[src/rtl/bayer_bilinear_demosaic_unit_defines.svh]
// Assertion macros for the Bayer demosaic unit.
`ifndef BAYER_BILINEAR_DEMOSAIC_UNIT_DEFINES_SVH
`define BAYER_BILINEAR_DEMOSAIC_UNIT_DEFINES_SVH
`ifndef SYNTH
`define BBD_ASSERT_IMPLIES(label, clk, rst_n, ante, cons, msg) \
    label: assert property (@(posedge clk) disable iff (!rst_n) (ante) |-> (cons)) \
        else $error(msg);
`define BBD_ASSERT_NEXT(label, clk, rst_n, ante, cons, msg) \
    label: assert property (@(posedge clk) disable iff (!rst_n) (ante) |=> (cons)) \
        else $error(msg);
`else
`define BBD_ASSERT_IMPLIES(label, clk, rst_n, ante, cons, msg)
`define BBD_ASSERT_NEXT(label, clk, rst_n, ante, cons, msg)
`endif
`endif

[src/rtl/bbd_pkg.sv]
// Shared types, constants and functions of the Bayer demosaic unit.
package bbd_pkg;

    localparam int MAX_WIDTH   = 2048;
    localparam int MAX_HEIGHT  = 2048;
    localparam int PIX_W       = 8;
    localparam int CFG_W       = 12;
    localparam int OUT_COORD_W = 11;
    localparam int COL_W       = $clog2(MAX_WIDTH);
    localparam int ROW_W       = $clog2(MAX_HEIGHT);
    localparam int WDIM_W      = COL_W + 1;
    localparam int HDIM_W      = ROW_W + 1;
    localparam int FIFO_DEPTH  = 4;
    localparam int FIFO_AW     = $clog2(FIFO_DEPTH);
    localparam int EMIT_KINDS  = 4;
    localparam int CFG_IDX_W   = 2;

    localparam logic [CFG_IDX_W-1:0] CFG_FRAME_WIDTH  = CFG_IDX_W'(0);
    localparam logic [CFG_IDX_W-1:0] CFG_FRAME_HEIGHT = CFG_IDX_W'(1);

    localparam int RESET_WIDTH  = 640;
    localparam int RESET_HEIGHT = 480;

    // Which output pixel an input sample completes, relative to the sample.
    typedef enum logic [1:0] {
        EMIT_UP_LEFT  = 2'd0,
        EMIT_UP_EDGE  = 2'd1,
        EMIT_CUR_LEFT = 2'd2,
        EMIT_CUR_EDGE = 2'd3
    } t_emit;

    // [row][col], row 0 oldest line, col 0 oldest column
    typedef logic [2:0][2:0][PIX_W-1:0] t_win;

    typedef struct packed {
        t_win                  win;
        logic [ROW_W-1:0]      row;
        logic [COL_W-1:0]      col;
        logic [EMIT_KINDS-1:0] mask;
    } t_job;

    function automatic logic [WDIM_W-1:0] clamp_width(input logic [CFG_W-1:0] v);
        int x;
        x = int'(v);
        if (x < 2) x = 2;
        if (x > MAX_WIDTH) x = MAX_WIDTH;
        return WDIM_W'(x);
    endfunction

    function automatic logic [HDIM_W-1:0] clamp_height(input logic [CFG_W-1:0] v);
        int x;
        x = int'(v);
        if (x < 2) x = 2;
        if (x > MAX_HEIGHT) x = MAX_HEIGHT;
        return HDIM_W'(x);
    endfunction

endpackage

[src/rtl/bbd_back.sv]
// Back end: expands each job into output pixels and interpolates colors.
`include "bayer_bilinear_demosaic_unit_defines.svh"
module bbd_back import bbd_pkg::*; (
    input  logic                   i_clk,
    input  logic                   i_rst_n,
    input  logic                   i_empty,
    input  t_job                   i_job,
    output logic                   o_pop,
    output logic                   o_valid,
    input  logic                   i_stall,
    output logic [PIX_W-1:0]       o_red,
    output logic [PIX_W-1:0]       o_green,
    output logic [PIX_W-1:0]       o_blue,
    output logic [OUT_COORD_W-1:0] o_out_row,
    output logic [OUT_COORD_W-1:0] o_out_col,
    output logic                   o_last_of_run,
    output logic                   o_end_of_frame
);

    logic [EMIT_KINDS-1:0]  r_used;
    logic                   r_out_valid;
    logic [PIX_W-1:0]       r_red;
    logic [PIX_W-1:0]       r_green;
    logic [PIX_W-1:0]       r_blue;
    logic [OUT_COORD_W-1:0] r_row;
    logic [OUT_COORD_W-1:0] r_col;
    logic                   r_last;
    logic                   r_eof;

    logic [EMIT_KINDS-1:0] avail;
    logic [EMIT_KINDS-1:0] rest;
    t_emit                 kind;
    logic                  last;
    logic                  load;
    logic                  cur_row;
    logic                  edge_col;
    logic                  top;
    logic                  left;
    logic [ROW_W-1:0]      pr;
    logic [COL_W-1:0]      pc;
    logic [1:0]            up_r, mid_r, dn_r, lf_c, mid_c, rt_c;
    logic [PIX_W-1:0]      ctr;
    logic [PIX_W:0]        hz;
    logic [PIX_W:0]        vt;
    logic [PIX_W+1:0]      hv;
    logic [PIX_W+1:0]      dg;
    logic [PIX_W-1:0]      red, green, blue;

    assign avail = i_job.mask & ~r_used;

    always_comb begin
        kind = EMIT_CUR_EDGE;
        if (avail[EMIT_CUR_LEFT]) kind = EMIT_CUR_LEFT;
        if (avail[EMIT_UP_EDGE])  kind = EMIT_UP_EDGE;
        if (avail[EMIT_UP_LEFT])  kind = EMIT_UP_LEFT;
        rest       = avail;
        rest[kind] = 1'b0;
    end

    assign last     = (rest == '0);
    assign load     = !i_empty && (!r_out_valid || !i_stall);
    assign o_pop    = load && last;
    assign cur_row  = (kind == EMIT_CUR_LEFT) || (kind == EMIT_CUR_EDGE);
    assign edge_col = (kind == EMIT_UP_EDGE) || (kind == EMIT_CUR_EDGE);

    assign pr   = cur_row ? i_job.row : i_job.row - ROW_W'(1);
    assign pc   = edge_col ? i_job.col : i_job.col - COL_W'(1);
    assign top  = !cur_row && (i_job.row == ROW_W'(1));
    assign left = !edge_col && (i_job.col == COL_W'(1));

    // Neighbor taps with mirrored borders.
    always_comb begin
        mid_r = cur_row ? 2'd2 : 2'd1;
        up_r  = cur_row ? 2'd1 : (top ? 2'd2 : 2'd0);
        dn_r  = cur_row ? 2'd1 : 2'd2;
        mid_c = edge_col ? 2'd2 : 2'd1;
        lf_c  = edge_col ? 2'd1 : (left ? 2'd2 : 2'd0);
        rt_c  = edge_col ? 2'd1 : 2'd2;
    end

    always_comb begin
        ctr = i_job.win[mid_r][mid_c];
        hz  = {1'b0, i_job.win[mid_r][lf_c]} + {1'b0, i_job.win[mid_r][rt_c]};
        vt  = {1'b0, i_job.win[up_r][mid_c]} + {1'b0, i_job.win[dn_r][mid_c]};
        hv  = {1'b0, hz} + {1'b0, vt};
        dg  = {2'b00, i_job.win[up_r][lf_c]} + {2'b00, i_job.win[up_r][rt_c]}
            + {2'b00, i_job.win[dn_r][lf_c]} + {2'b00, i_job.win[dn_r][rt_c]};
        case ({pr[0], pc[0]})
            2'b00: begin
                red = ctr; green = hv[PIX_W+1:2]; blue = dg[PIX_W+1:2];
            end
            2'b01: begin
                red = hz[PIX_W:1]; green = ctr; blue = vt[PIX_W:1];
            end
            2'b10: begin
                red = vt[PIX_W:1]; green = ctr; blue = hz[PIX_W:1];
            end
            default: begin
                red = dg[PIX_W+1:2]; green = hv[PIX_W+1:2]; blue = ctr;
            end
        endcase
    end

    always_ff @(posedge i_clk) begin
        if (!i_rst_n) begin
            r_used      <= '0;
            r_out_valid <= 1'b0;
        end else begin
            if (!r_out_valid || !i_stall) begin
                r_out_valid <= !i_empty;
            end
            if (load) begin
                if (last) begin
                    r_used <= '0;
                end else begin
                    r_used <= r_used | (avail & ~rest);
                end
            end
        end
    end

    always_ff @(posedge i_clk) begin
        if (load) begin
            r_red   <= red;
            r_green <= green;
            r_blue  <= blue;
            r_row   <= OUT_COORD_W'(pr);
            r_col   <= OUT_COORD_W'(pc);
            r_last  <= last;
            r_eof   <= (kind == EMIT_CUR_EDGE);
        end
    end

    assign o_valid        = r_out_valid;
    assign o_red          = r_red;
    assign o_green        = r_green;
    assign o_blue         = r_blue;
    assign o_out_row      = r_row;
    assign o_out_col      = r_col;
    assign o_last_of_run  = r_last;
    assign o_end_of_frame = r_eof;

    `BBD_ASSERT_IMPLIES(a_back_eof_last, i_clk, i_rst_n, r_out_valid && r_eof, r_last, "eof not last")
    `BBD_ASSERT_IMPLIES(a_back_used_job, i_clk, i_rst_n, r_used != '0, !i_empty, "stale job")

endmodule

[config.mk]
export PLATFORM = sky130hd
export DESIGN_NAME = bbd_back
export DESIGN_NICKNAME = d
export VERILOG_FILES = /design/src/rtl/bbd_pkg.sv /design/src/rtl/bbd_back.sv
export VERILOG_INCLUDE_DIRS = /design/src /design/src/rtl
export SDC_FILE = /design/constraint.sdc
export NUM_CORES = 1
export LEC_CHECK = 0
export ABC_AREA = 0
export BUFFER_PORTS_ARGS = -buffer_cell sky130_fd_sc_hd__buf_2
export CORE_UTILIZATION = 50
export DETAILED_ROUTE_END_ITERATION = 8
export GPL_TIMING_DRIVEN = 0
export PLACE_DENSITY = 0.88
export REMOVE_ABC_BUFFERS = 1
export SYNTH_ARGS = -nofsm -noshare
export SYNTH_HDL_FRONTEND = slang
export SYNTH_SLANG_ARGS = --single-unit
[constraint.sdc]
create_clock -name i_clk -period 5.4 [get_ports i_clk]
set_input_delay 0.81 -clock i_clk [delete_from_list [all_inputs] [get_ports i_clk]]
set_output_delay 0.81 -clock i_clk [all_outputs]
set_load 0.02 [all_outputs]
==> impl_summary.txt, run 1 <==
----------------------------------------------------
[Yosys]
  Unique cell type count in the Yosys netlist ... 62
  Compound-Gate Fraction of Synth Area ... 0.228
  Mean cell area of the mapped netlist ... 8.54 um^2
  Multiplexer share of the synthesized area ... 0.135
  Post-synthesis instance area ... 0.00615 mm^2
  Sequential-to-total area share from yosys stat ... 0.250
  Yosys warns ... 0
  EDFF count, synth ... 48
  Post-Synth XOR/XNOR Area ... 0.0527
  Number of instances in the synthesized netlist ... 721
  Largest family of logic cells by synthesized area ... compound AO/OA/AOI/OAI gates
  Share of flip-flops with an asynchronous set or reset after synthesis ... 0
  Number of synthesized register bits ... 53
  Synth Flop Type ... sky130_fd_sc_hd__edfxtp_1
  Adder-cell share of the synthesized area ... 0.138
  Fraction of the mapped netlist area in simple logic gates ... 0.149

[Power]
  Combinational cell fraction of total power ... 0.706
  Switching power as a share of total power ... 0.450
  Overall power consumption ... 3170 uW
  Sequential Power Share ... 0.191
  Areal power density over the cells ... 408 mW/mm^2
  Power Internal ... 1750 uW
  Max VDD drop ... 0.201 mV
  Leakage component of the power ... 0.00334 uW
  Clk pwr share ... 0.104
  P_sw ... 1430 uW

[Worst setup path]
  Family with the most delay on the worst path ... compound AO/OA/AOI/OAI gates
  Slowest CP cell ... sky130_fd_sc_hd__or4_4
  Critical path startpoint category ... input pin
  Kind of end point of the critical path ... flop
  Kind of critical path ... input pin to flop
  CP arrival ... 5390 ps
  Buffer and inverter count on the worst path ... 7
  Required @ worst endpoint ... 5420 ps
  Peak fanout along the critical path ... 5
  Slowest cell delay on critical path ... 560 ps
  Crit-path cells ... buf_6, or4_4, nor4_4, buf_6, buf_12, buf_12, clkbuf_16, mux2i_2, a21oi_2, a211oi_1, a21oi_1, fa_1, inv_1, fa_1, inv_1, ha_4, o21ai_1, nor2_2, o31a_1, o21a_1, o21ai_2, a41oi_2

[Floorplanning]
  Chip height ... 113 um
  Initial cell density of the core ... 0.512
  Placeable core region ... 0.0120 mm^2
  Number of core rows ... 40
  Die Width ... 113 um
  Total die area ... 0.0128 mm^2
  Num ports ... 152

[Clocking]
  Clock Sinks ... 53
  CTS clk-pin slew, worst paths ... 70 ps
  Max clock buf depth ... 2
  CTS tree ... done
  Cell chosen for the clock root ... sky130_fd_sc_hd__clkbuf_16
  Clock insertion delay at the later pin of the skew report ... 300 ps
  H-tree levels ... 2
  Number of buffers inserted during clock tree synthesis ... 5

[Routing]
  Post-detailed-route DRC marker count ... 0
  Total wire length after detailed routing ... 18200 um
  Router iterations before antenna repair ... 6
  Total via count in the routed design ... 6302
  Mean routed wirelength per cell ... 17.9 um
  Number of vias per cell after detailed routing ... 6.18
  Remaining antenna violation count after routing ... 0
  Number of DRC markers in iteration 0 ... 534

[Global routing]
  Overall track demand over capacity in global routing ... 0.270
  Antenna violations before repair ... 0
  Wire length of the first global-routing pass ... 27400 um
  Pin count of the biggest net entering global routing ... 40
  Vias in the first global route ... 5833
  Total congestion overflow ... 0

[Layout]
  Final instance area ... 0.00778 mm^2
  Layout cells sized above 1 ... 0.302
  Number of inserted diodes ... 0
  Post-Route Utilization ... 0.648
  Filler Cells Inserted ... 966
  Synthesis-to-layout area growth ... 26.4%
  Final-stage net count ... 1030

[Timing]
  Final count of negative-setup-slack endpoints ... 0
  Transition time of the tightest slew-check pin ... 1290 ps
  Period utilisation layout ... 0.995
  Max_slew headroom ... 0.115
  Post-route minimum period ... 5370 ps
  Hold Fails Final Rpt ... 0
  RSZ-0062 raised after global routing ... true
  Maximum clock frequency ... 0.186 GHz
  Max-slew violation count ... 0
  Setup WS post-layout ... 25.7 ps
  Final worst clock skew ... 4.53 ps

[Placement]
  HPWL after detailed placement ... 13200 um
  Routability congestion estimate ... 0.976
  Input/output buffers ... 151
  Dpl cell area ... 0.00711 mm^2
  Pre-CTS worst setup slack ... -1200 ps

[Run]
  Max Cap Violations ... 0

[Run status]
  Outcome ... complete, no violations

[Worst hold path]
  Worst min path class ... flop to flop

----------------------------------------------------
[cell usage after synthesis, drive strengths merged, types with 16 or more instances]
| cell type | n | area share |
|---|---|---|
| inv | 32 | 0.020 |
| ha | 39 | 0.079 |
| a21oi | 52 | 0.045 |
| clkbuf | 27 | 0.016 |
| mux2i | 73 | 0.12 |
| nand2 | 67 | 0.041 |
| fa | 18 | 0.059 |
| o21ai | 63 | 0.051 |
| xor2 | 16 | 0.023 |
| xnor2 | 21 | 0.030 |
| nor2 | 73 | 0.045 |
| edfxtp | 48 | 0.23 |
[through the flow]
stage                     hold slack (ps)  std cells  TNS (ps)
after global placement                459        981    -65900
after global routing                  534       1019      -459
after floorplan                       437        683    -23730
after CTS                             495       1006         0
final                                 498       1019         0
after detailed placement              471        988    -16600
[per-layer routing]
layer / part of all wire / up-vias / track usage
met5: 0 / - / 0
met4: 0.034 / 0 / 0.112
met3: 0.078 / 61 / 0.0450
met2: 0.50 / 360 / 0.491
met1: 0.39 / 2938 / 0.315
li1: - / 2943 / -
[flip-flops by register name (all words and copies together) (netlist names)]
register and cells:
o_last_of_run 1, o_valid 1, o_blue 8, o_out_row 11, o_red 8, o_green 8
o_out_col 11, r_used 4, o_end_of_frame 1
[power by group through the flow]
stage	combinational, uW	sequential, uW	clock, uW
global route	2440	614	348
detailed placement	1920	614	0
finish	2240	605	329
CTS	1950	606	334
floorplan	1330	728	0
global placement	1860	617	0
[worst paths after layout]
check               to  slack (ps)       from  cells after the start
min reg2reg  r_used[3]         500  r_used[3]                      2
min          r_used[3]         500  r_used[3]                      2
max          o_blue[7]          30  i_job[23]                     22
max reg2reg  o_blue[7]         520  r_used[0]                     18
[cells in the final DEF, fill, tap and decap left out, types with 7 or more instances in the layout]
| cell type | instances |
|---|---|
| sky130_fd_sc_hd__mux2i_1 | 65 |
| sky130_fd_sc_hd__o21bai_1 | 7 |
| sky130_fd_sc_hd__nor3_1 | 10 |
| sky130_fd_sc_hd__a21oi_2 | 13 |
| sky130_fd_sc_hd__nand2_1 | 65 |
| sky130_fd_sc_hd__a21o_1 | 8 |
| sky130_fd_sc_hd__nor2_1 | 71 |
| sky130_fd_sc_hd__xnor2_1 | 21 |
| sky130_fd_sc_hd__nand3_1 | 14 |
| sky130_fd_sc_hd__buf_2 | 149 |
| sky130_fd_sc_hd__buf_4 | 20 |
| sky130_fd_sc_hd__inv_1 | 30 |
| sky130_fd_sc_hd__a22oi_1 | 12 |
| sky130_fd_sc_hd__a21oi_1 | 37 |
| sky130_fd_sc_hd__a221oi_1 | 7 |
| sky130_fd_sc_hd__o21a_1 | 13 |
| sky130_fd_sc_hd__ha_1 | 34 |
| sky130_fd_sc_hd__a211oi_2 | 8 |
| sky130_fd_sc_hd__o21ai_0 | 34 |
| sky130_fd_sc_hd__xor2_1 | 16 |
| sky130_fd_sc_hd__edfxtp_1 | 48 |
| sky130_fd_sc_hd__o21ai_2 | 8 |
| sky130_fd_sc_hd__o21ai_1 | 20 |
| sky130_fd_sc_hd__mux2_2 | 8 |
| sky130_fd_sc_hd__fa_1 | 16 |
[cells by family after synthesis]
kind of cell / count (synthesis)
xor+xnor: 37
flops: 53
buf+inv: 71
simple gates: 202
mux: 82
fa+ha+maj: 57
compound gates: 219
[repair_timing]
action	in CTS	in global routing
setup buffers	10	12
hold buffers	0	0
resized for setup	8	60
endpoints found under the setup margin	20	11
hold endpoints to repair	0	0
gates cloned	0	1
pin swaps	3	37
[tightest hold or removal path, cell delays in order, from the launching register on]
cell	delay [ps]
sky130_fd_sc_hd__dfxtp_1	340
sky130_fd_sc_hd__a31oi_1	50
sky130_fd_sc_hd__nor2_1	70
[layout make-up]
cell class / count / area (um^2) / area share
multi-input cells: 597 / 4650 / 0.598
flip-flops and latches: 53 / 1540 / 0.198
repair buffers: 181 / 1130 / 0.145
well taps: 147 / 184 / 0.0236
clock buffers: 5 / 125 / 0.0161
inverters: 33 / 124 / 0.0159
clock inverters: 3 / 26.3 / 0.00338
No activity file was read; power rests on OpenSTA's default activity.
==> inputs of run 2 (changes only) <==
--- a/config.mk
+++ b/config.mk
@@ -8,11 +8,11 @@
 export LEC_CHECK = 0
 export ABC_AREA = 0
 export BUFFER_PORTS_ARGS = -buffer_cell sky130_fd_sc_hd__buf_2
+export CAP_MARGIN = 25
 export CORE_UTILIZATION = 50
 export DETAILED_ROUTE_END_ITERATION = 8
 export GPL_TIMING_DRIVEN = 0
 export PLACE_DENSITY = 0.88
-export REMOVE_ABC_BUFFERS = 1
 export SYNTH_ARGS = -nofsm -noshare
 export SYNTH_HDL_FRONTEND = slang
 export SYNTH_SLANG_ARGS = --single-unit
==> run 2 against run 1 <==
Net effect:
- non-clock buffer count up 29
- sequential power about the same
- die area unchanged
- core utilization down 0.64 points
- global-route usage up 4.9 points
- worst hold slack worse by 5.3 ps
- critical endpoint unchanged
- critical path depth down 7
- clock power up 16%
- cell count up 2.8%
- first-iteration DRC count up 38%
==> impl_summary.txt, run 2 (synthesized netlist as in run 1, its figures left out) <==
----------------------------------------------------
[Worst setup path]
  CP Launch Point ... i_job[0]
  Critical path startpoint category ... input pin
  Required @ worst endpoint ... 5420 ps
  Slowest CP cell ... sky130_fd_sc_hd__clkbuf_1
  Crit-path cells ... buf_2, nand2b_1, o21ai_1, clkbuf_1, buf_1, o22ai_1, fa_1, fa_1, ha_1, a211oi_2, nor2_2, o31a_1, o21a_1, o21ai_2, a41oi_2
  Kind of end point of the critical path ... flop
  CP arrival ... 5380 ps
  Reg-to-reg startpoint ... r_used[0]
  Kind of critical path ... input pin to flop
  Most used cell, CP ... sky130_fd_sc_hd__fa_1
  Slowest cell delay on critical path ... 700 ps
  Number of cells traversed by the worst register-to-register path ... 14
  Peak fanout along the critical path ... 10

[Layout]
  Final instance area ... 0.00770 mm^2
  Layout cells sized above 1 ... 0.282
  Post-Route Utilization ... 0.641
  Final std cells w/o fill ... 1048
  Final-stage net count ... 1059
  Most frequent standard cell in the layout excluding fill and tap cells ... sky130_fd_sc_hd__buf_2
  Synthesis-to-layout area growth ... 25.2%
  Highest-count cells in the layout ignoring fill and taps ... sky130_fd_sc_hd__buf_2, sky130_fd_sc_hd__nor2_1, sky130_fd_sc_hd__mux2i_1, sky130_fd_sc_hd__nand2_1, sky130_fd_sc_hd__edfxtp_1
  Number of inserted diodes ... 0

[Routing]
  Number of vias per cell after detailed routing ... 6.31
  Router iterations before antenna repair ... 6
  Total via count in the routed design ... 6612
  Number of DRC markers in iteration 0 ... 738
  Post-detailed-route DRC marker count ... 0
  Total wire length after detailed routing ... 20700 um
  Mean routed wirelength per cell ... 19.7 um
  Remaining antenna violation count after routing ... 0

[Clocking]
  Max clock buf depth ... 2
  CTS clk-pin slew, worst paths ... 80 ps
  Clock insertion delay at the later pin of the skew report ... 300 ps
  Count of hold-fix buffers inserted at cts ... 0
  Cell chosen for the clock root ... sky130_fd_sc_hd__clkbuf_16
  Clock Sinks ... 53
  Number of buffers inserted during clock tree synthesis ... 5
  H-tree levels ... 2
  CTS tree ... done

[Global routing]
  Wire length of the first global-routing pass ... 31400 um
  Vias in the first global route ... 6303
  Overall track demand over capacity in global routing ... 0.319
  Antenna violations before repair ... 0
  Total congestion overflow ... 0
  Pin count of the biggest net entering global routing ... 32

[Timing]
  Maximum clock frequency ... 0.186 GHz
  Max_slew headroom ... 0.419
  Final worst clock skew ... 8.63 ps
  Hold Fails Final Rpt ... 0
  RSZ-0062 raised after global routing ... true
  Post-route minimum period ... 5360 ps
  Period utilisation layout ... 0.993
  Final count of negative-setup-slack endpoints ... 0
  Worst-case hold slack ... 493 ps
  Transition time of the tightest slew-check pin ... 872 ps
  Max-slew violation count ... 0

[Placement]
  HPWL after detailed placement ... 15300 um
  Routability congestion estimate ... 0.986
  Instance count after placement with tap cells included ... 1020
  Dpl cell area ... 0.00713 mm^2
  Input/output buffers ... 151

[Run]
  Max Cap Violations ... 0

[Worst hold path]
  WHS Path Cells ... 2
  Worst min path class ... flop to flop
  HP Start ... r_used[1]

[Floorplanning]
  Die Width ... 113 um
  Total die area ... 0.0128 mm^2
  Num ports ... 152
  Placeable core region ... 0.0120 mm^2
  Number of core rows ... 40
  Chip height ... 113 um
  Initial cell density of the core ... 0.512

[Yosys]
  Post-Syn Nets ... 880

[Run status]
  Outcome ... complete, no violations

[Power]
  Leakage component of the power ... 0.00338 uW
  Max VDD drop ... 0.224 mV
  Areal power density over the cells ... 411 mW/mm^2
  Overall power consumption ... 3170 uW

----------------------------------------------------
[run 2: cell count changes in the layout (fill, tap and decap cells not counted), moves of 3 or more]
cell	change
sky130_fd_sc_hd__clkbuf_1	+14
sky130_fd_sc_hd__clkbuf_2	+12
sky130_fd_sc_hd__o21ai_2	-4
sky130_fd_sc_hd__a21oi_1	+3
sky130_fd_sc_hd__buf_1	+3
sky130_fd_sc_hd__buf_12	-3
sky130_fd_sc_hd__ha_1	+3
sky130_fd_sc_hd__o21ai_0	+3
[run 2: through the flow]
step                setup TNS [ps]  setup slack [ps]
finish                           0              37.8
detailed placement          -12830              -978
global route                  -514              -154
global placement            -13480             -1010
floorplan                        0              17.0
CTS                              0              6.12
[run 2: final timing paths]
path	endpoint	slack, ps
max	o_blue[7]	40
min	r_used[1]	490
max reg2reg	o_blue[7]	240
min reg2reg	r_used[1]	490
[run 2: routing by layer]
layer  vias to the layer above  global-route usage  share of wire
met1                      3054               0.390           0.38
met2                       464               0.532           0.46
met3                        91              0.0600           0.11
li1                       3003                   -              -
met4                         0               0.181          0.049
met5                         -                   0              0
[run 2: area by class of cell]
cell class              instances  area [um^2]
flip-flops and latches         53         1540
inverters                      33          124
fillers                      1042         4310
multi-input cells             597         4520
well taps                     147          184
clock buffers                   5          125
repair buffers                174          982
clock inverters                 3         47.5
plain buffers                  36          184
[run 2: critical path, delay by kind of cell]
family                   cells  cell delay [ps]
buffers and inverters        3             1350
AO/OA/AOI/OAI                7             1480
adder cells (fa/ha/maj)      3             1430
AND/OR/NAND/NOR              2              290
[run 2: timing repair]
item                       4_1_cts  5_1_grt
hold endpoints to repair         0        0
setup endpoints to repair       20       19
gates resized for setup         11       64
pin swaps                        3       35
setup buffers                    7       14
[run 2: power by group]
| group | switching [uW] | leakage, uW | internal (uW) | total, uW |
|---|---|---|---|---|
| combinational | 1270 | 0.00279 | 910 | 2180 |
| clock | 159 | 0.0000848 | 222 | 381 |
| sequential | 22.0 | 0.000508 | 584 | 606 |
