File: config.mk
export PLATFORM = sky130hd
export DESIGN_NAME = bbd_fifo
export DESIGN_NICKNAME = d
export VERILOG_FILES = /design/src/rtl/bbd_pkg.sv /design/src/rtl/bbd_fifo.sv
export VERILOG_INCLUDE_DIRS = /design/src /design/src/rtl
export SDC_FILE = /design/constraint.sdc
export NUM_CORES = 1
export LEC_CHECK = 0
export BUFFER_PORTS_ARGS = -buffer_cell sky130_fd_sc_hd__buf_4
export CORE_MARGIN = 5
export CORE_UTILIZATION = 55
export DETAILED_ROUTE_END_ITERATION = 10
export PLACE_DENSITY = 0.77
export SYNTH_ARGS = -nofsm -noshare
export SYNTH_HDL_FRONTEND = slang
export SYNTH_SLANG_ARGS = --single-unit
File: constraint.sdc
create_clock -name i_clk -period 4.4 [get_ports i_clk]
set_clock_uncertainty 0.1 [all_clocks]
set_input_delay 1.1 -clock i_clk [delete_from_list [all_inputs] [get_ports i_clk]]
set_output_delay 1.1 -clock i_clk [all_outputs]
set_load 0.02 [all_outputs]
File: src/rtl/bayer_bilinear_demosaic_unit_defines.svh
// Assertion macros for the Bayer demosaic unit.
`ifndef BAYER_BILINEAR_DEMOSAIC_UNIT_DEFINES_SVH
`define BAYER_BILINEAR_DEMOSAIC_UNIT_DEFINES_SVH
`ifndef SYNTH
`define BBD_ASSERT_IMPLIES(label, clk, rst_n, ante, cons, msg) \
    label: assert property (@(posedge clk) disable iff (!rst_n) (ante) |-> (cons)) \
        else $error(msg);
`define BBD_ASSERT_NEXT(label, clk, rst_n, ante, cons, msg) \
    label: assert property (@(posedge clk) disable iff (!rst_n) (ante) |=> (cons)) \
        else $error(msg);
`else
`define BBD_ASSERT_IMPLIES(label, clk, rst_n, ante, cons, msg)
`define BBD_ASSERT_NEXT(label, clk, rst_n, ante, cons, msg)
`endif
`endif

File: src/rtl/bbd_pkg.sv
// Shared types, constants and functions of the Bayer demosaic unit.
package bbd_pkg;

    localparam int MAX_WIDTH   = 2048;
    localparam int MAX_HEIGHT  = 2048;
    localparam int PIX_W       = 8;
    localparam int CFG_W       = 12;
    localparam int OUT_COORD_W = 11;
    localparam int COL_W       = $clog2(MAX_WIDTH);
    localparam int ROW_W       = $clog2(MAX_HEIGHT);
    localparam int WDIM_W      = COL_W + 1;
    localparam int HDIM_W      = ROW_W + 1;
    localparam int FIFO_DEPTH  = 4;
    localparam int FIFO_AW     = $clog2(FIFO_DEPTH);
    localparam int EMIT_KINDS  = 4;
    localparam int CFG_IDX_W   = 2;

    localparam logic [CFG_IDX_W-1:0] CFG_FRAME_WIDTH  = CFG_IDX_W'(0);
    localparam logic [CFG_IDX_W-1:0] CFG_FRAME_HEIGHT = CFG_IDX_W'(1);

    localparam int RESET_WIDTH  = 640;
    localparam int RESET_HEIGHT = 480;

    // Which output pixel an input sample completes, relative to the sample.
    typedef enum logic [1:0] {
        EMIT_UP_LEFT  = 2'd0,
        EMIT_UP_EDGE  = 2'd1,
        EMIT_CUR_LEFT = 2'd2,
        EMIT_CUR_EDGE = 2'd3
    } t_emit;

    // [row][col], row 0 oldest line, col 0 oldest column
    typedef logic [2:0][2:0][PIX_W-1:0] t_win;

    typedef struct packed {
        t_win                  win;
        logic [ROW_W-1:0]      row;
        logic [COL_W-1:0]      col;
        logic [EMIT_KINDS-1:0] mask;
    } t_job;

    function automatic logic [WDIM_W-1:0] clamp_width(input logic [CFG_W-1:0] v);
        int x;
        x = int'(v);
        if (x < 2) x = 2;
        if (x > MAX_WIDTH) x = MAX_WIDTH;
        return WDIM_W'(x);
    endfunction

    function automatic logic [HDIM_W-1:0] clamp_height(input logic [CFG_W-1:0] v);
        int x;
        x = int'(v);
        if (x < 2) x = 2;
        if (x > MAX_HEIGHT) x = MAX_HEIGHT;
        return HDIM_W'(x);
    endfunction

endpackage

File: src/rtl/bbd_fifo.sv
// Short job queue between front and back ends.
`include "bayer_bilinear_demosaic_unit_defines.svh"
module bbd_fifo import bbd_pkg::*; (
    input  logic i_clk,
    input  logic i_rst_n,
    input  logic i_push,
    input  t_job i_job,
    output logic o_full,
    input  logic i_pop,
    output logic o_empty,
    output t_job o_job
);

    t_job                 r_mem [FIFO_DEPTH];
    logic [FIFO_AW-1:0]   r_wr_ptr;
    logic [FIFO_AW-1:0]   r_rd_ptr;
    logic [FIFO_AW:0]     r_count;

    assign o_full  = (r_count == (FIFO_AW+1)'(FIFO_DEPTH));
    assign o_empty = (r_count == '0);
    assign o_job   = r_mem[r_rd_ptr];

    always_ff @(posedge i_clk) begin
        if (!i_rst_n) begin
            r_wr_ptr <= '0;
            r_rd_ptr <= '0;
            r_count  <= '0;
        end else begin
            if (i_push) begin
                r_wr_ptr <= r_wr_ptr + FIFO_AW'(1);
            end
            if (i_pop) begin
                r_rd_ptr <= r_rd_ptr + FIFO_AW'(1);
            end
            if (i_push && !i_pop) begin
                r_count <= r_count + (FIFO_AW+1)'(1);
            end else if (!i_push && i_pop) begin
                r_count <= r_count - (FIFO_AW+1)'(1);
            end
        end
    end

    always_ff @(posedge i_clk) begin
        if (i_push) begin
            r_mem[r_wr_ptr] <= i_job;
        end
    end

    `BBD_ASSERT_IMPLIES(a_fifo_no_overflow, i_clk, i_rst_n, i_push, !o_full, "queue overflow")
    `BBD_ASSERT_IMPLIES(a_fifo_no_underflow, i_clk, i_rst_n, i_pop, !o_empty, "queue underflow")
    `BBD_ASSERT_NEXT(a_fifo_drains, i_clk, i_rst_n, i_pop && !i_push && r_count == (FIFO_AW+1)'(1), o_empty, "count slip")

endmodule

==> impl_metrics.py, run 1 <==
metrics = {
    "pwr": {
        "seq_power_share": 0.520,
        "swShare": 0.223,
        "leakagePower_uw": 0.00596,
        "peakVddDrop_mv": 0.360,
        "cellPowerDensity_nw_per_um2": 484,
        "p_clk_frac": 0.364,
        "internal_power_uw": 6670,
        "comb_power_share": 0.116,
        "p_switching_uw": 1910,
    },
    "floorplanning": {
        "std_cell_rows": 59,
        "die_y_um": 173,
        "core_area_um2": 26100,
        "io_pins": 202,
        "die-area_um2": 29900,
        "die_w_um": 173,
        "floorplan.initialDensity": 0.559,
    },
    "global_route": {
        "antenna_found_initial": 1,
        "grt_pass1_wl_mm": 41.6,
        "grt_pass1_vias": 7145,
        "grt.total_usage": 0.179,
        "grt_overflow_total": 0,
        "grt_max_degree": 62,
    },
    "clock_network": {
        "cts_tree": "done",
        "h-tree-depth": 2,
        "cts-root-buf": "clkbuf_16",
        "numClockSinks": 401,
        "cts_setup_buffers": 0,
        "cts-buffers-inserted": 38,
        "cts_hold_buf": 0,
        "clk_latency_ns": 0.51,
        "ctsResizeCount": 0,
        "cts_max_path_buffers": 3,
        "path_clk_slew_ns": 0.06,
    },
    "final_layout": {
        "nNetsFinal": 892,
        "drive_above_1_share": 0.453,
        "utilization": 0.680,
        "area_growth_pct": 21.5,
        "n_fill_cell": 1566,
        "antenna_cells": 0,
    },
    "timing": {
        "worst_slew_pin_slew_ns": 0.653,
        "fin_crit_ns": 3.62,
        "hold_violations": 0,
        "relSlewSlack": 0.565,
        "setup_violations": 0,
        "finalMaxSlewViolations": 0,
        "max_freq_ghz": 0.276,
        "rsz0062_at_grt": "no",
        "tns_ns": 0,
        "post-route-period-util": 0.822,
    },
    "synthesis": {
        "synth-seq-cells": 401,
        "yosys_most_used_dff": "edfxtp_1",
        "yosysMostFrequentCell": "edfxtp_1",
        "synth_top_family_by_area": "multiplexers",
        "syn_inst": 555,
        "synth_fp_nets": 663,
        "synth_common_cells": "edfxtp_1, mux4_2, buf_2",
        "synth-edff-count": 392,
        "synth_area_leader_cell": "edfxtp_1",
        "synth_compound_area_frac": 0.000859,
        "synth_mux_area_frac": 0.153,
        "synth_xor_area_frac": 0.00300,
        "synth.top_cell.area_share": 0.808,
        "ys.warnings.count": 0,
        "synth.distinct_cells": 23,
        "synthSimpleGateAreaFrac": 0.00627,
        "synth_area_leaders": "edfxtp_1, mux4_2, dfxtp_1",
        "async_reset_ff_frac": 0,
        "netlist_area_um2": 14600,
        "syn_area_per_cell_um2": 26.3,
        "ys_seq_area_frac": 0.820,
        "synth_fa_ha_area_frac": 0.00567,
    },
    "route": {
        "vias": 6566,
        "firstDrtPassIters": 5,
        "drt_iter0_drc": 545,
        "ant_nets": 0,
        "via_per_inst": 5.73,
        "wirelength_mm": 27.0,
        "wire_per_inst_um": 23.6,
        "drcViolationCount": 0,
    },
    "critical_path": {
        "crit_path_start_kind": "flop",
        "reg2reg_depth": 4,
        "critical_path_arrival_ns": 2.42,
        "path_max_fanout": 54,
        "cp.required_ns": 3.20,
        "setup.worst_path.end_class": "output pin",
        "path_class": "reg2out",
    },
    "place": {
        "hpwl_mm": 16.4,
        "gp_congestion": 0.718,
        "io_buffer_count": 201,
    },
    "outcome": {
        "run_status": "complete, no violations",
    },
    "worst_hold_path": {
        "hold_path_class": "reg2reg",
        "min_path_cells": 2,
    },
    "flow_run": {
        "cap_viol_max_count": 0,
    },
}
-- flip-flops by register name, indices dropped and copies added, names as in the netlist, named ones only --
signal and count:
r_count 3, r_mem 392, r_rd_ptr 2, r_wr_ptr 2
-- logic make-up after synthesis --
kind of cell / after synthesis
xor+xnor: 5
flops: 401
buf+inv: 26
simple gates: 15
fa+ha+maj: 6
mux: 100
compound gates: 2
-- critical path, cell delays in order, from the launching register on --
cell and delay [ns]:
dfxtp_4 0.62, buf_12 0.43, mux4_2 0.60, buf_4 0.18
-- through the flow --
step                hold slack [ns]  worst slack (ns)  instance area, µm²  total power (µW)  cells
floorplan                     0.372             0.468               14600              5110    555
global placement              0.383              1.28               16500              5520   1079
detailed placement            0.414              1.25               16500              5560   1079
CTS                           0.423             0.702               17700              8660   1146
global route                  0.474             0.584               17700              8890   1146
finish                        0.420             0.783               17700              8580   1146
-- final cells by class --
type | count | area (µm²) | area share
Multi-Input combinational cell | 128 | 2470 | 0.139
Inverter | 4 | 15.0 | 0.000848
Tap cell | 335 | 419 | 0.0237
Timing Repair Buffer | 211 | 1650 | 0.0930
Clock buffer | 48 | 1010 | 0.0570
Clock inverter | 19 | 193 | 0.0109
Sequential cell | 401 | 12000 | 0.675
-- layer usage --
| metal | up-vias | share of wire | track usage |
|---|---|---|---|
| met3 | 35 | 0.076 | 0.0424 |
| met2 | 265 | 0.52 | 0.304 |
| met1 | 3430 | 0.39 | 0.241 |
| met5 | - | 0.00048 | 0 |
| li1 | 2834 | - | - |
| met4 | 2 | 0.015 | 0.0380 |
-- power by group through the flow --
stage | clock, µW | combinational, µW | sequential (µW)
after detailed placement | 0 | 1010 | 4540
after global placement | 0 | 993 | 4520
after CTS | 3190 | 1020 | 4460
final | 3120 | 996 | 4460
after global routing | 3360 | 1060 | 4470
after floorplan | 0 | 597 | 4510
-- worst paths after layout --
path	slack, ns	startpoint	to
max	0.78	flop	o_job[42]
min	0.42	r_count[2]	r_count[2]
max reg2reg	2.30	r_wr_ptr[0]	r_mem[0][95]
min reg2reg	0.42	r_count[2]	r_count[2]
-- cells in the final DEF, fill, tap and decap left out, types with 2 or more instances in the layout --
| cell | instances |
|---|---|
| nor2b_1 | 2 |
| clkinvlp_4 | 3 |
| mux2i_1 | 2 |
| and2_4 | 4 |
| dfxtp_1 | 7 |
| and2_1 | 5 |
| edfxtp_1 | 392 |
| bufinv_16 | 3 |
| clkinv_1 | 6 |
| clkinv_2 | 5 |
| mux4_2 | 98 |
| dfxtp_4 | 2 |
| clkinv_8 | 2 |
| buf_4 | 206 |
| xnor2_1 | 2 |
| buf_12 | 5 |
| clkbuf_1 | 9 |
| inv_1 | 4 |
| ha_1 | 5 |
| xor2_1 | 3 |
| clkbuf_16 | 39 |
Note: power is estimated with default switching activity, not from simulation.
==> inputs of run 2 (changes only) <==
--- a/config.mk
+++ b/config.mk
@@ -8,9 +8,9 @@
 export LEC_CHECK = 0
 export BUFFER_PORTS_ARGS = -buffer_cell sky130_fd_sc_hd__buf_4
 export CORE_MARGIN = 5
-export CORE_UTILIZATION = 55
+export CORE_UTILIZATION = 51
 export DETAILED_ROUTE_END_ITERATION = 10
-export PLACE_DENSITY = 0.77
+export PLACE_DENSITY = 0.75
 export SYNTH_ARGS = -nofsm -noshare
 export SYNTH_HDL_FRONTEND = slang
 export SYNTH_SLANG_ARGS = --single-unit
==> constraint.sdc (replaced) <==
create_clock -name i_clk -period 3.2 [get_ports i_clk]
set_clock_uncertainty 0.1 [all_clocks]
set_input_delay 0.8 -clock i_clk [delete_from_list [all_inputs] [get_ports i_clk]]
set_output_delay 0.8 -clock i_clk [all_outputs]
set_load 0.02 [all_outputs]
==> impl_metrics.py, run 2 (synthesized netlist as in run 1, its figures left out) <==
metrics = {
    "outcome": {
        "run_status": "complete, no violations",
    },
    "clock_network": {
        "cts_setup_buffers": 0,
        "cts_hold_buf": 0,
        "numClockSinks": 401,
        "cts-root-buf": "clkbuf_16",
        "cts_max_path_buffers": 3,
        "path_clk_slew_ns": 0.06,
        "clk_latency_ns": 0.50,
        "cts-buffers-inserted": 41,
        "cts_tree": "done",
        "h-tree-depth": 2,
    },
    "floorplanning": {
        "std_cell_rows": 61,
        "die-area_um2": 32100,
        "core_area_um2": 28000,
        "floorplan.initialDensity": 0.520,
        "die_w_um": 179,
        "die_y_um": 179,
        "io_pins": 202,
    },
    "timing": {
        "post-route-period-util": 0.952,
        "hold_violations": 0,
        "max_freq_ghz": 0.328,
        "finalMaxSlewViolations": 0,
        "worst_slack_ns": 0.154,
        "tns_ns": 0,
        "fin_crit_ns": 3.05,
        "worst_slew_pin_slew_ns": 0.709,
        "relSlewSlack": 0.527,
        "whs_ns": 0.383,
        "rsz0062_at_grt": "no",
        "setup_violations": 0,
    },
    "critical_path": {
        "crit_slowest_cell": "mux4_2",
        "path_max_fanout": 30,
        "path_cells": "buf_12 > mux4_2 > buf_4",
        "r2r_slack_ns": 1.29,
        "cp.required_ns": 2.30,
        "crit_path_start_kind": "flop",
        "reg2reg_from": "r_wr_ptr[0]",
        "reg2reg_depth": 4,
        "path_class": "reg2out",
        "reg2reg_to": "r_mem[0][2]",
        "critical_path_arrival_ns": 2.15,
        "slowest_delay_ns": 0.57,
        "setup.worst_path.end_class": "output pin",
    },
    "final_layout": {
        "nNetsFinal": 899,
        "layout_common_cells": "edfxtp_1, buf_4, mux4_2, clkbuf_16",
        "layout_commonest_cell": "edfxtp_1",
        "area_growth_pct": 23.4,
        "regMostFlops": "r_mem",
        "largest_reg_flops": 392,
        "drive_above_1_share": 0.461,
        "reg_top3": "r_mem: 392 flops, r_count: 3 flops",
        "antenna_cells": 0,
    },
    "worst_hold_path": {
        "holdCritStartpoint": "i_job[36]",
        "min_path_cells": 1,
        "hold_path_class": "in2reg",
        "whs_endpoint": "r_mem[2][36]",
    },
    "route": {
        "dr_wl_met3_mm": 2.16,
        "via_per_inst": 5.42,
        "wire_per_inst_um": 22.7,
        "met1Wirelength_mm": 10.6,
        "wirelength_mm": 27.3,
        "ant_nets": 0,
        "wl_met2_mm": 14.2,
        "drt_iter0_drc": 433,
        "dr.max_layer_used": "met4",
        "vias": 6515,
        "drcViolationCount": 0,
        "firstDrtPassIters": 4,
    },
    "pwr": {
        "p_clk_frac": 0.381,
        "p_total_uw": 12100,
        "comb_power_share": 0.116,
        "peakVddDrop_mv": 0.489,
        "swShare": 0.220,
        "internal_power_uw": 9480,
        "leakagePower_uw": 0.00607,
        "p_switching_uw": 2670,
        "cellPowerDensity_nw_per_um2": 676,
        "seq_power_share": 0.503,
    },
    "place": {
        "dp_slack_ns": 0.614,
        "gp_congestion": 0.715,
        "io_buffer_count": 201,
        "hpwl_mm": 16.8,
    },
    "global_route": {
        "grt_pass1_vias": 7267,
        "antenna_found_initial": 0,
        "grt.total_usage": 0.171,
        "grt_pass1_wl_mm": 41.5,
        "grt_overflow_total": 0,
        "grt_max_degree": 99,
    },
    "flow_run": {
        "cap_viol_max_count": 0,
    },
}
[run 2: area by class of cell]
class	instances	area, µm²
inverter	4	15.0
tap	378	473
clock buffer	51	1110
multi-input combinational	128	2470
timing repair buffer	215	1730
sequential	401	12000
fill	1832	10000
clock inverter	25	231
[run 2: worst max-delay path by stage]
| stage | start | slack, ns | to | cells past startpoint |
|---|---|---|---|---|
| floorplan | i_push | 0.65 | r_mem[1][0] | 1 |
| global placement | flop | 0.64 | o_job[33] | 3 |
| detailed placement | flop | 0.61 | o_job[33] | 3 |
| CTS | flop | 0.05 | o_job[29] | 3 |
| global route | flop | 0.02 | o_job[50] | 3 |
| finish | flop | 0.15 | o_job[90] | 3 |
[run 2: per-stage QoR]
stage	std cells	cell area (µm²)	util
final	1202	18000	0.642
after global routing	1202	18000	0.642
after CTS	1202	18000	0.642
after detailed placement	1126	16600	0.594
after global placement	1126	16600	0.594
after floorplan	555	14600	-
[run 2: layer usage]
metal,vias to the layer above,track usage
li1,2864,-
met1,3383,0.227
met2,231,0.292
met3,37,0.0426
met4,0,0.0381
met5,-,0
[run 2: worst max-delay path: cells and delay by family, from the launching register on]
| kind | cells | cell delay, ns |
|---|---|---|
| DFF | 1 | 0.56 |
| muxes | 1 | 0.57 |
| buffers and inverters | 2 | 0.48 |
[run 2: power by group through the flow]
stage / logic (µW) / clock network [µW] / registers [µW]
2_1_floorplan: 822 / 0 / 6190
3_3_place_gp: 1400 / 0 / 6210
3_5_place_dp: 1430 / 0 / 6230
4_1_cts: 1440 / 4730 / 6120
5_1_grt: 1500 / 4980 / 6130
6_report: 1400 / 4630 / 6120
[run 2: repair_timing]
action | in CTS | in global routing
hold endpoints to repair | 0 | 0
setup endpoints to repair | 0 | 5
resized for setup | 0 | 1
==> inputs of run 3 (changes only) <==
--- a/config.mk
+++ b/config.mk
@@ -7,10 +7,13 @@
 export NUM_CORES = 1
 export LEC_CHECK = 0
 export BUFFER_PORTS_ARGS = -buffer_cell sky130_fd_sc_hd__buf_4
+export CELL_PAD_IN_SITES_DETAIL_PLACEMENT = 0
+export CELL_PAD_IN_SITES_GLOBAL_PLACEMENT = 2
 export CORE_MARGIN = 5
-export CORE_UTILIZATION = 51
+export CORE_UTILIZATION = 41
+export CTS_CLUSTER_SIZE = 12
 export DETAILED_ROUTE_END_ITERATION = 10
-export PLACE_DENSITY = 0.75
+export PLACE_DENSITY_LB_ADDON = 0.1
 export SYNTH_ARGS = -nofsm -noshare
 export SYNTH_HDL_FRONTEND = slang
 export SYNTH_SLANG_ARGS = --single-unit
==> impl_metrics.py, run 3 (synthesized netlist as in run 1, its figures left out) <==
metrics = {
    "route": {
        "drt_iter0_drc": 326,
        "drcViolationCount": 0,
        "wire_per_inst_um": 22.5,
        "via_per_inst": 5.07,
        "ant_nets": 0,
        "firstDrtPassIters": 4,
        "vias": 6545,
        "wirelength_mm": 29.1,
    },
    "clock_network": {
        "h-tree-depth": 2,
        "cts_max_path_buffers": 3,
        "numClockSinks": 401,
        "cts-buffers-inserted": 43,
        "path_clk_slew_ns": 0.06,
        "clk_latency_ns": 0.53,
        "cts_tree": "done",
        "ctsResizeCount": 0,
        "cts-root-buf": "clkbuf_16",
    },
    "final_layout": {
        "largest_reg_flops": 392,
        "drive_above_1_share": 0.462,
        "reg_top3": "r_mem: 392 flops, r_count: 3 flops",
        "layout_commonest_cell": "edfxtp_1",
        "area_growth_pct": 25.3,
        "nNetsFinal": 908,
        "antenna_cells": 0,
        "regMostFlops": "r_mem",
        "layout_common_cells": "edfxtp_1, buf_4, mux4_2, clkbuf_16, buf_12",
    },
    "worst_hold_path": {
        "hold_path_class": "in2reg",
        "holdCritStartpoint": "i_job[19]",
        "min_path_cells": 1,
        "whs_endpoint": "r_mem[3][19]",
    },
    "outcome": {
        "run_status": "complete, no violations",
    },
    "global_route": {
        "antenna_found_initial": 0,
        "grt_max_degree": 63,
        "grt_overflow_total": 0,
        "grt_pass1_vias": 7188,
        "grt.total_usage": 0.148,
        "grt_pass1_wl_mm": 44.0,
    },
    "timing": {
        "worst_slew_pin_slew_ns": 0.613,
        "fin_crit_ns": 2.91,
        "rsz0062_at_grt": "no",
        "setup_violations": 0,
        "post-route-period-util": 0.910,
        "relSlewSlack": 0.591,
        "worst_slack_ns": 0.288,
        "finalMaxSlewViolations": 0,
        "tns_ns": 0,
        "max_freq_ghz": 0.343,
        "hold_violations": 0,
    },
    "critical_path": {
        "path_cells": "buf_12 > mux4_2 > buf_4",
        "critical_path_arrival_ns": 2.01,
        "setup.worst_path.end_class": "output pin",
        "crit_path_start_kind": "flop",
        "worst-path-buf-inv": 2,
        "path_class": "reg2out",
        "path_max_fanout": 47,
        "slowest_delay_ns": 0.54,
        "crit_slowest_cell": "dfxtp_4",
        "cp.required_ns": 2.30,
        "reg2reg_depth": 3,
        "reg2reg_to": "r_mem[1][93]",
        "path_delay_family": "flip-flops",
        "reg2reg_from": "r_wr_ptr[0]",
        "r2r_slack_ns": 1.29,
    },
    "pwr": {
        "leakagePower_uw": 0.00615,
        "cellPowerDensity_nw_per_um2": 674,
        "peakVddDrop_mv": 0.435,
    },
    "floorplanning": {
        "floorplan.initialDensity": 0.413,
        "die_y_um": 199,
        "std_cell_rows": 69,
        "die-area_um2": 39400,
        "core_area_um2": 35300,
        "io_pins": 202,
        "die_w_um": 199,
    },
    "place": {
        "io_buffer_count": 201,
        "hpwl_mm": 17.7,
        "dp_slack_ns": 0.618,
        "gp_congestion": 0.688,
    },
    "flow_run": {
        "cap_viol_max_count": 0,
    },
}
run 3: cell types whose count changed in the layout (fill, tap and decap cells not counted), moves of 3 or more:
cell / before / now
buf_12: 9 / 17
clkbuf_1: 8 / 13
clkbuf_8: 0 / 7
clkinv_2: 9 / 4
clkinvlp_4: 3 / 0
run 3: layout make-up:
class,instances,area (µm²)
Tap cell,461,577
Multi-Input combinational cell,128,2470
Fill cell,2823,17000
Inverter,4,15.0
Clock inverter,11,98.8
Clock buffer,65,1270
Timing Repair Buffer,222,1880
Sequential cell,401,12000
run 3: per-stage QoR:
step	total power [µW]	cell area, µm²	hold WS (ns)	instances	utilization
after detailed placement	7700	16800	0.455	1211	0.477
final	12300	18300	0.363	1292	0.517
after global placement	7670	16800	0.386	1211	0.477
after floorplan	7010	14600	0.372	555	-
after CTS	12500	18200	0.328	1287	0.516
after global routing	12800	18300	0.335	1292	0.517
run 3: layer usage:
metal,routed length (µm),up-vias,global-route usage
li1,-,2872,-
met2,14500,165,0.241
met4,601,0,0.0415
met3,1930,53,0.0410
met5,0,-,0
met1,12100,3455,0.199
run 3: power breakdown:
| part | switching [µW] | internal [µW] | leakage (µW) |
|---|---|---|---|
| sequential | 66.8 | 6030 | 0.00368 |
| combinational | 771 | 694 | 0.00180 |
| clock | 1860 | 2880 | 0.000672 |
| total | 2690 | 9610 | 0.00615 |
run 3: worst max-delay path by stage:
| stage | from | to | slack [ns] | depth (start not counted) |
|---|---|---|---|---|
| finish | flop | o_job[8] | 0.29 | 3 |
| global route | flop | o_job[8] | 0.21 | 3 |
| CTS | flop | o_job[58] | 0.02 | 3 |
| detailed placement | flop | o_job[8] | 0.62 | 3 |
| global placement | flop | o_job[8] | 0.63 | 3 |
| floorplan | i_push | r_mem[1][0] | 0.65 | 1 |
run 3: timing repair:
item	CTS	global route
buffers inserted	0	5
hold buffers	0	0
setup endpoints to repair	0	16
